### config.mk
export PLATFORM = sky130hd
export DESIGN_NAME = modbus_rtu_request_decoder
export DESIGN_NICKNAME = d
export VERILOG_FILES = /design/src/sv/mrd_pkg.sv /design/src/sv/mrd_decode.sv /design/src/sv/modbus_rtu_request_decoder.sv
export SDC_FILE = /design/constraint.sdc
export NUM_CORES = 1
export LEC_CHECK = 0
export ABC_AREA = 1
export BUFFER_PORTS_ARGS = -buffer_cell sky130_fd_sc_hd__buf_2
export CORE_MARGIN = 1
export CORE_UTILIZATION = 55
export CTS_CLUSTER_DIAMETER = 40
export DETAILED_ROUTE_END_ITERATION = 7
export HOLD_SLACK_MARGIN = 0.05
export PLACE_DENSITY = 0.73
export SLEW_MARGIN = 20
export SYNTH_ARGS = -nofsm -noshare
export SYNTH_HDL_FRONTEND = slang
export SYNTH_SLANG_ARGS = --single-unit
### constraint.sdc
create_clock -name aclk -period 10.1 [get_ports aclk]
set_input_delay 0.505 -clock aclk [delete_from_list [all_inputs] [get_ports aclk]]
set_output_delay 0.505 -clock aclk [all_outputs]
set_load 0.01 [all_outputs]
### src/sv/mrd_pkg.sv
// Shared types, constants and the CRC-16 byte update for the Modbus RTU request decoder.
`default_nettype none

package mrd_pkg;

    // Memory map and limits
    localparam int unsigned MAX_FRAME      = 256;
    localparam int unsigned DI_POINTS      = 4096;
    localparam int unsigned AI_POINTS      = 1024;
    localparam int unsigned COUNTER_SPAN   = 512;
    localparam int unsigned COIL_POINTS    = 1024;
    localparam int unsigned BUS_LINES      = 50;

    localparam int unsigned DI_BASE        = 10001;
    localparam int unsigned DS_BASE        = 20001;
    localparam int unsigned DS_TOP         = DS_BASE + 1000;
    localparam int unsigned AI_BASE        = 30001;
    localparam int unsigned CNT_BASE       = 36801;
    localparam int unsigned CNT_TOP        = CNT_BASE + 1024;
    localparam int unsigned BUS_BASE       = 50000;
    localparam int unsigned BUS_SPAN       = 2 * BUS_LINES;
    localparam int unsigned BUS_TOP        = BUS_BASE + BUS_SPAN;
    localparam int unsigned COIL_ADDR_END  = 10000;
    localparam int unsigned MAX_BIT_COUNT  = 1024;
    localparam int unsigned MAX_REG_COUNT  = 120;
    localparam int unsigned MAX_CNT_COUNT  = 127;
    localparam int unsigned MIN_FRAME      = 5;
    localparam int unsigned MIN_DATA_FRAME = 8;
    localparam int unsigned HDR_BYTES      = 6;

    localparam logic [15:0] CRC_POLY       = 16'hA001;
    localparam logic [15:0] CRC_INIT       = 16'hFFFF;
    localparam logic [15:0] COIL_ON_VALUE  = 16'hFF00;

    // Frame length counter saturates at MAX_FRAME + 1
    localparam int unsigned CNT_W = $clog2(MAX_FRAME + 2);

    // Function codes
    localparam logic [7:0] FC_READ_DI    = 8'h02;
    localparam logic [7:0] FC_READ_HOLD  = 8'h03;
    localparam logic [7:0] FC_READ_INPUT = 8'h04;
    localparam logic [7:0] FC_WRITE_COIL = 8'h05;

    // Configuration register indexes
    localparam logic REG_DEVICE_ADDRESS     = 1'b0;
    localparam logic REG_DEVICE_STATE_COUNT = 1'b1;

    typedef enum logic [2:0] {
        KIND_DROP,
        KIND_DISCRETE,
        KIND_DEVSTATE,
        KIND_ANALOG,
        KIND_COUNTER,
        KIND_BUS,
        KIND_COIL,
        KIND_EXCEPTION
    } req_kind_t;

    typedef enum logic [1:0] {
        EXC_NONE,
        EXC_FUNCTION,
        EXC_ADDRESS,
        EXC_DATA
    } exc_code_t;

    typedef struct packed {
        logic [7:0] rx_byte;
        logic       frame_end;
    } req_in_t;

    typedef struct packed {
        req_kind_t   request_kind;
        logic [7:0]  function_code;
        exc_code_t   exception_code;
        logic [13:0] point_offset;
        logic [10:0] point_count;
        logic        coil_on;
    } req_out_t;

    typedef struct packed {
        logic [7:0] device_address;
        logic [9:0] device_state_count;
    } dev_cfg_t;

    // Frame summary handed from the byte path to the decoder
    typedef struct packed {
        logic [CNT_W-1:0] frame_len;
        logic             crc_ok;
        logic [7:0]       addr_byte;
        logic [7:0]       func;
        logic [15:0]      start_addr;
        logic [15:0]      quantity;
    } frame_info_t;

    // Reflected CRC-16 update over one byte
    function automatic logic [15:0] crc16_byte(input logic [15:0] crc, input logic [7:0] b);
        logic [15:0] c;
        c = crc ^ {8'h00, b};
        for (int i = 0; i < 8; i++) begin
            if (c[0]) begin
                c = (c >> 1) ^ CRC_POLY;
            end else begin
                c = c >> 1;
            end
        end
        return c;
    endfunction

endpackage

`default_nettype wire

### src/sv/mrd_decode.sv
// Request decoder: checks a completed frame against the register map.
`default_nettype none

module mrd_decode (
    input  wire mrd_pkg::frame_info_t info,
    input  wire mrd_pkg::dev_cfg_t    cfg,
    output mrd_pkg::req_out_t         result
);
    import mrd_pkg::*;

    logic [15:0] a;
    logic [15:0] n;
    logic [7:0]  fc;
    logic [13:0] di_off, ds_off, ai_off, cnt_off, bus_off, coil_off;
    logic [16:0] di_end, ds_end, ai_end, cnt_end, bus_end;
    logic        n_bits_bad, n_regs_bad, n_cnt_bad, n_bus_bad;
    logic        frame_bad;

    assign a  = info.start_addr;
    assign n  = info.quantity;
    assign fc = info.func;

    // Offsets from each region base (only used inside that region)
    assign di_off   = 14'(a - 16'(DI_BASE));
    assign ds_off   = 14'(a - 16'(DS_BASE));
    assign ai_off   = 14'(a - 16'(AI_BASE));
    assign cnt_off  = 14'(a - 16'(CNT_BASE));
    assign bus_off  = 14'(a - 16'(BUS_BASE));
    assign coil_off = 14'(a - 16'd1);

    assign di_end  = {3'b000, di_off} + {1'b0, n};
    assign ds_end  = {3'b000, ds_off} + {1'b0, n};
    assign ai_end  = {3'b000, ai_off} + {1'b0, n};
    assign cnt_end = {3'b000, cnt_off} + {1'b0, n};
    assign bus_end = {3'b000, bus_off} + {1'b0, n};

    // Quantity limits per request type
    assign n_bits_bad = (n == 16'd0) || (n > 16'(MAX_BIT_COUNT));
    assign n_regs_bad = (n == 16'd0) || (n > 16'(MAX_REG_COUNT));
    assign n_cnt_bad  = (n == 16'd0) || (n > 16'(MAX_CNT_COUNT)) || n[0];
    assign n_bus_bad  = (n == 16'd0) || (n > 16'(BUS_SPAN)) || n[0];

    // Short, long, corrupt or foreign frames are dropped
    assign frame_bad = (info.frame_len < CNT_W'(MIN_FRAME))
                    || (info.frame_len > CNT_W'(MAX_FRAME))
                    || !info.crc_ok
                    || (info.addr_byte != cfg.device_address);

    always_comb begin
        result = '0;
        priority if (frame_bad) begin
            result = '0;
        end else if ((fc < FC_READ_DI) || (fc > FC_WRITE_COIL)) begin
            result.request_kind   = KIND_EXCEPTION;
            result.function_code  = fc;
            result.exception_code = EXC_FUNCTION;
        end else if (info.frame_len < CNT_W'(MIN_DATA_FRAME)) begin
            result = '0;
        end else begin
            unique case (fc)
                FC_READ_DI: begin
                    priority if ((a >= 16'(DI_BASE)) && (a < 16'(DS_BASE))) begin
                        result.function_code = fc;
                        priority if (n_bits_bad) begin
                            result.request_kind   = KIND_EXCEPTION;
                            result.exception_code = EXC_DATA;
                        end else if (di_end > 17'(DI_POINTS)) begin
                            result.request_kind   = KIND_EXCEPTION;
                            result.exception_code = EXC_ADDRESS;
                        end else begin
                            result.request_kind = KIND_DISCRETE;
                            result.point_offset = di_off;
                            result.point_count  = n[10:0];
                        end
                    end else if ((a >= 16'(DS_BASE)) && (a <= 16'(DS_TOP))) begin
                        result.function_code = fc;
                        priority if (a == 16'(DS_TOP)) begin
                            result.request_kind   = KIND_EXCEPTION;
                            result.exception_code = EXC_ADDRESS;
                        end else if (n_bits_bad) begin
                            result.request_kind   = KIND_EXCEPTION;
                            result.exception_code = EXC_DATA;
                        end else if (ds_end > {7'd0, cfg.device_state_count}) begin
                            result.request_kind   = KIND_EXCEPTION;
                            result.exception_code = EXC_ADDRESS;
                        end else begin
                            result.request_kind = KIND_DEVSTATE;
                            result.point_offset = ds_off;
                            result.point_count  = n[10:0];
                        end
                    end else begin
                        result = '0;
                    end
                end
                FC_WRITE_COIL: begin
                    priority if ((a < 16'd1) || (a >= 16'(COIL_ADDR_END))) begin
                        result.request_kind   = KIND_EXCEPTION;
                        result.function_code  = fc;
                        result.exception_code = EXC_ADDRESS;
                    end else if (coil_off >= 14'(COIL_POINTS)) begin
                        result = '0;
                    end else if ((n == COIL_ON_VALUE) || (n == 16'd0)) begin
                        result.request_kind  = KIND_COIL;
                        result.function_code = fc;
                        result.point_offset  = coil_off;
                        result.point_count   = 11'd1;
                        result.coil_on       = (n == COIL_ON_VALUE);
                    end else begin
                        result.request_kind   = KIND_EXCEPTION;
                        result.function_code  = fc;
                        result.exception_code = EXC_DATA;
                    end
                end
                default: begin
                    // Register reads: analog, counter pairs, bus counters
                    priority if ((a >= 16'(AI_BASE)) && (a < 16'(CNT_BASE))) begin
                        result.function_code = fc;
                        priority if (n_regs_bad) begin
                            result.request_kind   = KIND_EXCEPTION;
                            result.exception_code = EXC_DATA;
                        end else if (ai_end > 17'(AI_POINTS)) begin
                            result.request_kind   = KIND_EXCEPTION;
                            result.exception_code = EXC_ADDRESS;
                        end else begin
                            result.request_kind = KIND_ANALOG;
                            result.point_offset = ai_off;
                            result.point_count  = n[10:0];
                        end
                    end else if ((a >= 16'(CNT_BASE)) && (a <= 16'(CNT_TOP))) begin
                        result.function_code = fc;
                        priority if (!a[0]) begin
                            result.request_kind   = KIND_EXCEPTION;
                            result.exception_code = EXC_ADDRESS;
                        end else if (n_cnt_bad || (cnt_end > 17'(COUNTER_SPAN))) begin
                            result.request_kind   = KIND_EXCEPTION;
                            result.exception_code = EXC_DATA;
                        end else begin
                            result.request_kind = KIND_COUNTER;
                            result.point_offset = cnt_off;
                            result.point_count  = n[10:0];
                        end
                    end else if ((a >= 16'(BUS_BASE)) && (a <= 16'(BUS_TOP))) begin
                        result.function_code = fc;
                        priority if (a[0]) begin
                            result.request_kind   = KIND_EXCEPTION;
                            result.exception_code = EXC_ADDRESS;
                        end else if (n_bus_bad || (bus_end > 17'(BUS_SPAN))) begin
                            result.request_kind   = KIND_EXCEPTION;
                            result.exception_code = EXC_DATA;
                        end else begin
                            result.request_kind = KIND_BUS;
                            result.point_offset = bus_off;
                            result.point_count  = n[10:0];
                        end
                    end else begin
                        result = '0;
                    end
                end
            endcase
        end
    end

endmodule

`default_nettype wire

### src/sv/modbus_rtu_request_decoder.sv
// Top level of the Modbus RTU request decoder: byte path, CRC, frame state and output register.
`default_nettype none

// Accepts one frame byte per clock cycle, back to back, with frame_end on the last
// byte of each request. Every byte is first captured in an input register; from
// there the CRC-16 byte update, the frame state update and, on the last byte, the
// request decode all complete in one pass and load the result register. Exactly
// one result transaction follows each frame_end byte (request_kind 0 for a dropped
// frame) and none follows other bytes. Input only stalls when a frame_end byte meets
// a result that has not yet been taken. Write device_address (index 0, reset 1) and
// device_state_count (index 1, reset 0) only while no frame is in flight.
module modbus_rtu_request_decoder (
    input  wire logic              aclk,
    input  wire logic              aresetn,
    input  wire logic              s_valid,
    output logic                   s_ready,
    input  wire mrd_pkg::req_in_t  s_data,
    output logic                   m_valid,
    input  wire logic              m_ready,
    output mrd_pkg::req_out_t      m_data,
    input  wire logic              cfg_wr_en,
    input  wire logic              cfg_index,
    input  wire logic [9:0]        cfg_wdata
);
    import mrd_pkg::*;

    logic             in_valid_reg;
    req_in_t          in_data_reg;
    logic [CNT_W-1:0] byte_count_reg, byte_count_next;
    logic [15:0]      crc_reg, crc_next;
    logic [7:0]       delay0_reg, delay1_reg;
    logic [7:0]       hdr_reg [HDR_BYTES];
    logic [7:0]       hdr_next [HDR_BYTES];
    dev_cfg_t         cfg_reg;
    logic             m_valid_reg;
    req_out_t         m_data_reg;
    logic             advance;
    logic [7:0]       cur_byte;
    frame_info_t      info;
    req_out_t         dec_out;

    // Move the held byte on unless it ends a frame and the result slot is full and not taken
    assign advance = in_valid_reg && (!in_data_reg.frame_end || !m_valid_reg || m_ready);
    assign s_ready = !in_valid_reg || advance;
    assign cur_byte = in_data_reg.rx_byte;

    // Capture the incoming byte
    always_ff @(posedge aclk) begin
        if (!aresetn) begin
            in_valid_reg <= 1'b0;
        end else if (s_ready) begin
            in_valid_reg <= s_valid;
        end
        if (s_valid && s_ready) begin
            in_data_reg <= s_data;
        end
    end

    // CRC runs two bytes behind so the trailing CRC bytes stay out of it
    assign crc_next = (byte_count_reg >= CNT_W'(2)) ? crc16_byte(crc_reg, delay0_reg) : crc_reg;
    assign byte_count_next = (byte_count_reg < CNT_W'(MAX_FRAME + 1))
                           ? byte_count_reg + CNT_W'(1) : byte_count_reg;

    // Header bytes as seen after this byte
    always_comb begin
        for (int i = 0; i < HDR_BYTES; i++) begin
            hdr_next[i] = (byte_count_reg == CNT_W'(i)) ? cur_byte : hdr_reg[i];
        end
    end

    always_comb begin
        info.frame_len  = byte_count_next;
        info.crc_ok     = (crc_next[7:0] == delay1_reg) && (crc_next[15:8] == cur_byte);
        info.addr_byte  = hdr_next[0];
        info.func       = hdr_next[1];
        info.start_addr = {hdr_next[2], hdr_next[3]};
        info.quantity   = {hdr_next[4], hdr_next[5]};
    end

    mrd_decode u_decode (
        .info   (info),
        .cfg    (cfg_reg),
        .result (dec_out)
    );

    // Advance frame state; clear it after the last byte
    always_ff @(posedge aclk) begin
        if (!aresetn) begin
            byte_count_reg <= '0;
            crc_reg        <= CRC_INIT;
            delay0_reg     <= '0;
            delay1_reg     <= '0;
        end else if (advance) begin
            if (in_data_reg.frame_end) begin
                byte_count_reg <= '0;
                crc_reg        <= CRC_INIT;
                delay0_reg     <= '0;
                delay1_reg     <= '0;
            end else begin
                byte_count_reg <= byte_count_next;
                crc_reg        <= crc_next;
                delay0_reg     <= delay1_reg;
                delay1_reg     <= cur_byte;
            end
        end
    end

    // Header bytes keep their value across frames
    always_ff @(posedge aclk) begin
        if (advance) begin
            for (int i = 0; i < HDR_BYTES; i++) begin
                hdr_reg[i] <= hdr_next[i];
            end
        end
    end

    // Configuration registers
    always_ff @(posedge aclk) begin
        if (!aresetn) begin
            cfg_reg.device_address     <= 8'd1;
            cfg_reg.device_state_count <= 10'd0;
        end else if (cfg_wr_en) begin
            unique case (cfg_index)
                REG_DEVICE_ADDRESS:     cfg_reg.device_address     <= cfg_wdata[7:0];
                REG_DEVICE_STATE_COUNT: cfg_reg.device_state_count <= cfg_wdata;
                default:                cfg_reg                    <= cfg_reg;
            endcase
        end
    end

    // Result register
    always_ff @(posedge aclk) begin
        if (!aresetn) begin
            m_valid_reg <= 1'b0;
        end else if (advance && in_data_reg.frame_end) begin
            m_valid_reg <= 1'b1;
        end else if (m_ready) begin
            m_valid_reg <= 1'b0;
        end
        if (advance && in_data_reg.frame_end) begin
            m_data_reg <= dec_out;
        end
    end

    assign m_valid = m_valid_reg;
    assign m_data  = m_data_reg;

    // A frame end always leaves the frame state cleared
    a_frame_clear: assert property (@(posedge aclk) disable iff (!aresetn)
        advance && in_data_reg.frame_end |=> (byte_count_reg == '0) && (crc_reg == CRC_INIT))
        else $error("frame state not cleared after frame end");

    // A frame end with a free slot always yields a result
    a_result_loaded: assert property (@(posedge aclk) disable iff (!aresetn)
        in_valid_reg && in_data_reg.frame_end && !m_valid_reg |=> m_valid_reg)
        else $error("frame end produced no result");

    // Exception results carry a code, others none
    a_exc_code: assert property (@(posedge aclk) disable iff (!aresetn)
        m_valid_reg |-> ((m_data_reg.request_kind == KIND_EXCEPTION)
                         == (m_data_reg.exception_code != EXC_NONE)))
        else $error("exception code does not match request kind");

    // Dropped results are all zero
    a_drop_zero: assert property (@(posedge aclk) disable iff (!aresetn)
        m_valid_reg && (m_data_reg.request_kind == KIND_DROP) |-> (m_data_reg == '0))
        else $error("dropped result carries data");

    // Only coil writes set the coil action
    a_coil_kind: assert property (@(posedge aclk) disable iff (!aresetn)
        m_valid_reg && m_data_reg.coil_on |-> (m_data_reg.request_kind == KIND_COIL))
        else $error("coil action on a non-coil result");

endmodule

`default_nettype wire

# ---- Word-level counts from Yosys, hierarchy flattened
# Memories as Yosys holds them, arrays and structs flattened.
# Cells that the tools add are included.
dict set report word_totals {
  register_bits 109
  latchBits 0
  ramBits 48
  romBits 0
  in_bits 25
  mem_count 1
}
# memory depth width rd rd_ports_with_merged_regs wr line_no
set memory_table {}
lappend memory_table {hdr_reg 6 8 6 0 6 modbus_rtu_request_decoder.sv:32} ;# logic [7:0] hdr_reg [HDR_BYTES];
dict set report classes {
  add_sub_neg 12
  mul 0
  div_mod_pow 0
  order_cmp 29
  eq_ne 12
  shifts 0
  mux 71
  bitwise_logic 10
  n_reduce_logical 36
}
# cell n
set ops {}
lappend ops {{$mux 25} 11}
lappend ops {{$mux 38} 5}
lappend ops {{$mux 16} 10}
lappend ops {{$add 14x16->17} 5}
lappend ops {{$mux 39} 2}
lappend ops {{$pmux 39 s2} 1}
lappend ops {{$mux 8} 8}
lappend ops {{$mux 26} 2}
lappend ops {{$gt 16x7->1 const B} 3}
lappend ops {{$ge 16x14->1 const B} 2}
lappend ops {{$ge 16x15->1 const B} 2}
lappend ops {{$ge 16x16->1 const B} 2}
lappend ops {{$le 16x16->1 const B} 2}
lappend ops {{$mux 2} 16}
lappend ops {{$sub 14x12->14 const B} 2}
lappend ops {{$sub 14x14->14 const B} 2}
lappend ops {{$mux 9} 3}
lappend ops {{$mux 13} 2}
lappend ops {{$not 2->3} 8}
lappend ops {{$mux 3} 7}
lappend ops {{$eq 9x2->1 const B} 2}
lappend ops {{$eq 9x3->1 const B} 2}
lappend ops {{$gt 17x10->1} 1}
lappend ops {{$gt 17x10->1 const B} 1}
lappend ops {{37 further kinds} 69}

# ---- Longest topological paths before layout
dict set report logic_depth {
  ltp_word 24
  mapped_depth 37
}

# ---- Modules after synthesis
# Synthesis repeated with hierarchy kept, for this count alone.
dict set report unflattened {
  hier_cells 2248
  hier_area_um2 14357.5
}
# module n_inst cells_each area_each_um2
set modules_own_cells {}
lappend modules_own_cells {mrd_decode 1 1503 7643.6}
lappend modules_own_cells {modbus_rtu_request_decoder 1 745 6713.9}

# ---- Worst setup path after synthesis
# OpenSTA, ideal clock, no wires.
dict set report synth_path {
  path_type {register to register}
  from {register byte_count_reg[0]}
  to {register m_data_reg (netlist bit m_data[36]), data pin}
  t_arrival_ns 4.703
  required_time_ns 9.832
  setup_slack_ns 5.128
  path_stages_with_launch 35
  synth_period_minus_slack_ns 4.972
  cell_sequence {dfxtp_1 ha_1 nand2_2 nor2_4 nand2_8 buf_6 o21ai_2 ha_1 nand2_1 nor2_2 nand2_1 nand2_1 ha_1 clkbuf_1 nand2_1 inv_1 a21oi_1 o21ai_1 xor2_1 ha_1 inv_1 nor3_1 nand2_1 nor3b_1 nand3_1 nand2_1 nand4_1 nor2_1 nand4_1 nor2_4 nand2_1 inv_2 o21ai_0 nand3_1 a21oi_1}
}
dict set report synth_between {
  elab_chain_cells 13
  elab_cells_between_ends 90
}
# item line_no
set synth_rtl {}
lappend synth_rtl {{start: declaration} modbus_rtu_request_decoder.sv:29} ;# logic [CNT_W-1:0] byte_count_reg, byte_count_next;
lappend synth_rtl {{start signal: assignment} modbus_rtu_request_decoder.sv:100} ;# byte_count_reg <= byte_count_next;
lappend synth_rtl {{$eq 9x2->1 or $eq 9x3->1 (tied branches)} modbus_rtu_request_decoder.sv:67} ;# hdr_next[i] = (byte_count_reg == CNT_W'(i)) ? cur_byte : hdr_reg[i];
lappend synth_rtl {{$mux 8} modbus_rtu_request_decoder.sv:67}
lappend synth_rtl {{$sub 14x12->14, or another cell as far along} mrd_decode.sv:25} ;# assign ds_off = 14'(a - 16'(DS_BASE));
lappend synth_rtl {{$add 14x16->17, or another cell as far along} mrd_decode.sv:32} ;# assign ds_end = {3'b000, ds_off} + {1'b0, n};
lappend synth_rtl {{$gt 17x10->1, or another cell as far along} mrd_decode.sv:83} ;# end else if (ds_end > {7'd0, cfg.device_state_count}) begin
lappend synth_rtl {{$mux 3 or $logic_or 1x1->1 (tied branches)} {mrd_decode.sv:83, mrd_decode.sv:134}}
lappend synth_rtl {{$mux 3 or $mux 2 (tied branches)} {mrd_decode.sv:80, mrd_decode.sv:134}}
lappend synth_rtl {{$mux 3 or $mux 2 (tied branches)} {mrd_decode.sv:77, mrd_decode.sv:131}}
lappend synth_rtl {{$mux 38 (on tied branches)} {mrd_decode.sv:75, mrd_decode.sv:129}}
lappend synth_rtl {{$mux 38 (on tied branches)} {mrd_decode.sv:62, mrd_decode.sv:116}}
lappend synth_rtl {{$pmux 39 s2} mrd_decode.sv:60} ;# unique case (fc)
lappend synth_rtl {{$mux 39} mrd_decode.sv:57} ;# end else if (info.frame_len < CNT_W'(MIN_DATA_FRAME)) begin
lappend synth_rtl {{$mux 13} mrd_decode.sv:53} ;# end else if ((fc < FC_READ_DI) || (fc > FC_WRITE_COIL)) begin
lappend synth_rtl {{end signal: assignment} modbus_rtu_request_decoder.sv:141} ;# m_data_reg <= dec_out;
lappend synth_rtl {{end: declaration} modbus_rtu_request_decoder.sv:36} ;# req_out_t m_data_reg;
# Several ways; a longest one is shown, not always the timed one.
# A chain may end at the register's enable or synchronous reset.

# ---- Final worst setup path
dict set report layout_path {
  from {register byte_count_reg[0]}
  to {register m_data_reg (netlist bit m_data[6]), data pin}
}
dict set report layout_between {
  elab_chain_cells 12
  elab_cells_between_ends 102
}
# item line_no
set layout_rtl {}
lappend layout_rtl {{$eq 9x2->1 or $eq 9x3->1 (tied branches)} modbus_rtu_request_decoder.sv:67}
lappend layout_rtl {{$mux 8} modbus_rtu_request_decoder.sv:67}
lappend layout_rtl {{$sub 14x10->14, or another cell as far along} mrd_decode.sv:28} ;# assign bus_off = 14'(a - 16'(BUS_BASE));
lappend layout_rtl {{$add 14x16->17 or $logic_or 1x1->1 (tied branches)} {mrd_decode.sv:35, mrd_decode.sv:41}}
lappend layout_rtl {{$gt 17x7->1 or $logic_or 1x1->1 (tied branches)} {mrd_decode.sv:147, mrd_decode.sv:41}}
lappend layout_rtl {{$logic_or 1x1->1} mrd_decode.sv:147} ;# end else if (n_bus_bad || (bus_end > 17'(BUS_SPAN))) begin
lappend layout_rtl {{$mux 25} mrd_decode.sv:147}
lappend layout_rtl {{$mux 25} mrd_decode.sv:144} ;# priority if (a[0]) begin
lappend layout_rtl {{$mux 38} mrd_decode.sv:142} ;# end else if ((a >= 16'(BUS_BASE)) && (a <= 16'(BUS_TOP))) begin
lappend layout_rtl {{$mux 38} mrd_decode.sv:129} ;# end else if ((a >= 16'(CNT_BASE)) && (a <= 16'(CNT_TOP))) begin
lappend layout_rtl {{$mux 38} mrd_decode.sv:116} ;# priority if ((a >= 16'(AI_BASE)) && (a < 16'(CNT_BASE))) begin
lappend layout_rtl {{$pmux 39 s2} mrd_decode.sv:60}
# Several ways; a longest one is shown, not always the timed one.

==> results.sh <==
export IMPL_worst_r2r_startpoint="byte_count_reg[0]"
export IMPL_drtAntennaViolNets=0
export IMPL_max_slew_margin_rel_pct=28.7
export IMPL_finClkSkew_ns=0.0173
export IMPL_static_leakage_power_nw=6.45
export IMPL_number_of_vias_per_cell_after_detailed_routing=5.79
export IMPL_crit_slowest_cell="sky130_fd_sc_hd__o21ai_1"
export IMPL_area_sequential_um2=4100
export IMPL_cts_hold_fix_buffers=0
export IMPL_hold_viol=0
export IMPL_final_max_slew_viol_count=0
export IMPL_num_vias=12400
export IMPL_totalNegativeSetupSlack_ns=0
export IMPL_clkSlewWorstSetupHoldPaths_ns=0.08
export IMPL_areaGrowthSynthToFinish_pct=9.20
export IMPL_syn_num_nets=1888
export IMPL_ys_ff_latch=157
export IMPL_largest_net_degree_at_the_start_of_global_routing=62
export IMPL_power_density_of_the_placed_cells_nw_per_um2=129
export IMPL_worstPathMaxFanout=18
export IMPL_final_cell_count_no_fill=2146
export IMPL_clock_sinks=157
export IMPL_layout_min_cycle_time_ns=6.10
export IMPL_source_to_sink_clock_delay_at_the_later_pin_of_the_worst_skew_pair_ns=0.44
export IMPL_total_global_routing_overflow=0
export IMPL_syn_area_um2=12700
export IMPL_n_antenna_cell=0
export IMPL_yosys_cell_types_count=55
export IMPL_synth_enable_flop_cells=96
export IMPL_hold_slack_ns=0.242
export IMPL_clk_root_buffer_cell="sky130_fd_sc_hd__clkbuf_16"
export IMPL_grt_usage_pct=35.2
export IMPL_die_width_um=154
export IMPL_netlist_top_cell_by_area="sky130_fd_sc_hd__edfxtp_1"
export IMPL_clk_path_buf_depth=2
export IMPL_drive_gt1_share_pct=11.5
export IMPL_cp_startpoint="byte_count_reg[0]"
export IMPL_first_global_vias=11200
export IMPL_area_occupied_by_multi_input_gates_um2=7580
export IMPL_io_pin_count=66
export IMPL_grt_antenna_before_repair=0
export IMPL_cts_tree="built"
export IMPL_async_reset_ff_share_pct=0
export IMPL_cts_setup_buffers=0
export IMPL_fin_nets=1948
export IMPL_cts_repair_resize_count=0
export IMPL_rows=55
export IMPL_critPathBufInv=3
export IMPL_cts_htree_levels=4
export IMPL_yosysWarningCount=0
export IMPL_avgSynthCellArea_um2=7.12
export IMPL_vdd_ir_drop_worst_uv=110
export IMPL_critPathTopFamily="simple AND/OR/NAND/NOR gates"
export IMPL_critPathKind="flop to flop"
export IMPL_finalSetupViolations=0
export IMPL_synthTopCellsByArea="sky130_fd_sc_hd__edfxtp_1, sky130_fd_sc_hd__nand2_1, sky130_fd_sc_hd__dfxtp_1, sky130_fd_sc_hd__ha_1, sky130_fd_sc_hd__inv_1"
export IMPL_globalplace_congestion=1.02
export IMPL_drtPass1Iterations=8
export IMPL_tightestPinTransition_ns=1.07
export IMPL_synthDominantCellAreaShare_pct=22.6
export IMPL_numCtsBuffers=17
export IMPL_grt_setup_unrepaired="no"
export IMPL_die_area_um2=23800
export IMPL_hold_path_class="primary input to flop"
export IMPL_cp_slowest_stage_delay_ns=0.72
export IMPL_status="finished, final reports clean"
export IMPL_n_fill_cell=2094
export IMPL_dr_first_iter_drc_count=1485
export IMPL_placement_cell_area_um2=13300
export IMPL_power_total_mw=1.79
export IMPL_totalWireLength_um=41100
export IMPL_initial_core_util_pct=56.2
export IMPL_setup_worst_path_end_class="flop"
export IMPL_post_synth_inst_count=1788
export IMPL_max_freq_ghz=0.164
export IMPL_placeableCoreArea_um2=22600
export IMPL_drc_errors=0
export IMPL_grt_pass1_wl_um=63200
export IMPL_synth_flop_cell="sky130_fd_sc_hd__edfxtp_1"
export IMPL_floorplan_die_height_um=154
export IMPL_largest_reg_flops=48
export IMPL_layout_cell_area_non_filler_um2=13900
export IMPL_yosysSeqAreaShare_pct=32.2
export IMPL_place_port_buffers=65
export IMPL_hpwl_um=31800
export IMPL_worst_endpoint_arrival_ns=6.40
export IMPL_routed_length_per_placed_instance_um=19.1
export IMPL_finalCritPeriodShare_pct=60.4
export IMPL_timing_max_cap_violations=0
export IMPL_worst_endpoint_required_ns=10.40
export IMPL_dp_cells=2114
export IMPL_hold_path_startpoint="s_data[7]"
export IMPL_cp_start_kind="flop"
==> synthesized netlist by cell type, types with 22 or more instances <==
cell	number
sky130_fd_sc_hd__nand4_1	36
sky130_fd_sc_hd__o21ai_0	100
sky130_fd_sc_hd__ha_1	73
sky130_fd_sc_hd__edfxtp_1	96
sky130_fd_sc_hd__nor2_2	22
sky130_fd_sc_hd__nand2_1	462
sky130_fd_sc_hd__a21oi_1	129
sky130_fd_sc_hd__nand3_1	107
sky130_fd_sc_hd__xor2_1	61
sky130_fd_sc_hd__dfxtp_1	61
sky130_fd_sc_hd__nor2_1	166
sky130_fd_sc_hd__inv_1	216
sky130_fd_sc_hd__xnor2_1	28
==> placed cells by master, fill, tap and decap left out, types with 7 or more instances in the layout <==
master / netlist / layout
sky130_fd_sc_hd__a31oi_1: 9 / 9
sky130_fd_sc_hd__o21ai_0: 100 / 100
sky130_fd_sc_hd__inv_2: 15 / 17
sky130_fd_sc_hd__nand2_2: 11 / 11
sky130_fd_sc_hd__dfxtp_1: 61 / 61
sky130_fd_sc_hd__xor2_1: 61 / 61
sky130_fd_sc_hd__nor2_2: 22 / 22
sky130_fd_sc_hd__nand2_4: 8 / 8
sky130_fd_sc_hd__edfxtp_1: 96 / 96
sky130_fd_sc_hd__o21ai_2: 9 / 9
sky130_fd_sc_hd__a21boi_0: 7 / 7
sky130_fd_sc_hd__nor2_1: 166 / 166
sky130_fd_sc_hd__or2_2: 9 / 9
sky130_fd_sc_hd__ha_1: 73 / 73
sky130_fd_sc_hd__nand4_1: 36 / 36
sky130_fd_sc_hd__clkbuf_16: 0 / 17
sky130_fd_sc_hd__nand2_1: 462 / 462
sky130_fd_sc_hd__nor2_4: 9 / 9
sky130_fd_sc_hd__o21ai_1: 19 / 19
sky130_fd_sc_hd__buf_4: 3 / 7
sky130_fd_sc_hd__inv_1: 216 / 214
sky130_fd_sc_hd__buf_2: 4 / 65
sky130_fd_sc_hd__a21oi_1: 129 / 129
sky130_fd_sc_hd__nand3b_1: 12 / 12
sky130_fd_sc_hd__nor3_1: 19 / 19
sky130_fd_sc_hd__xnor2_1: 28 / 28
sky130_fd_sc_hd__o211ai_1: 10 / 10
sky130_fd_sc_hd__nand3_1: 107 / 107
sky130_fd_sc_hd__o21ai_4: 8 / 8
==> layout make-up <==
cell class	count	share of cell area, %
multi-input combinational	1364	54.5
sequential	157	29.5
timing repair buffer	72	2.72
clock inverter	15	1.20
inverter	236	6.42
clock buffer	17	3.06
tap	285	2.57
==> kinds of logic (layout without fill, tap and decap cells) <==
kind of cell	Yosys count	in the layout	share of synthesized area [%]
simple gates	881	881	31.4
compound gates	319	319	14.5
buf+inv	267	340	8.23
flops	157	157	32.2
xor+xnor	89	89	6.12
fa+ha+maj	75	75	7.49
==> metal layers <==
metal	track usage, %	routed length (um)	part of all wire (%)	vias up
met3	4.82	3510	8.6	76
met4	11.1	993	2.4	0
li1	-	-	-	6042
met5	0	0	0	-
met1	50.7	18600	45	5699
met2	54.3	17900	44	603
==> through the flow <==
stage                     utilization (%)  setup slack (ns)
final                                61.4              4.00
after global routing                 61.4              3.59
after CTS                            61.4              4.13
after detailed placement             58.8              4.15
after global placement               58.8              4.28
after floorplan                         -              5.13
==> final timing paths <==
| kind | to | slack (ns) | cells after the start |
|---|---|---|---|
| setup / recovery | m_data[6] | 4.00 | 28 |
| hold / removal | cur_byte[6] | 0.24 | 1 |
| setup reg to reg | m_data[6] | 4.00 | 28 |
| hold reg to reg | cfg_reg[11] | 0.47 | 2 |
==> power by group <==
group          leakage [nW]  internal, mW  switching, mW  total, mW
clock network         0.290         0.336          0.332      0.667
logic                  4.70         0.132          0.271      0.403
registers              1.46         0.703         0.0156      0.719
==> worst reg2reg max path, delay by kind of cell (launching register included) <==
family | cells | cell delay (ns)
compound gates | 4 | 1.80
xor+xnor | 1 | 0.10
fa+ha+maj | 3 | 0.92
buf+inv | 3 | 0.29
flops | 1 | 0.43
simple gates | 17 | 2.40
Power figures use the tool's default switching activity.
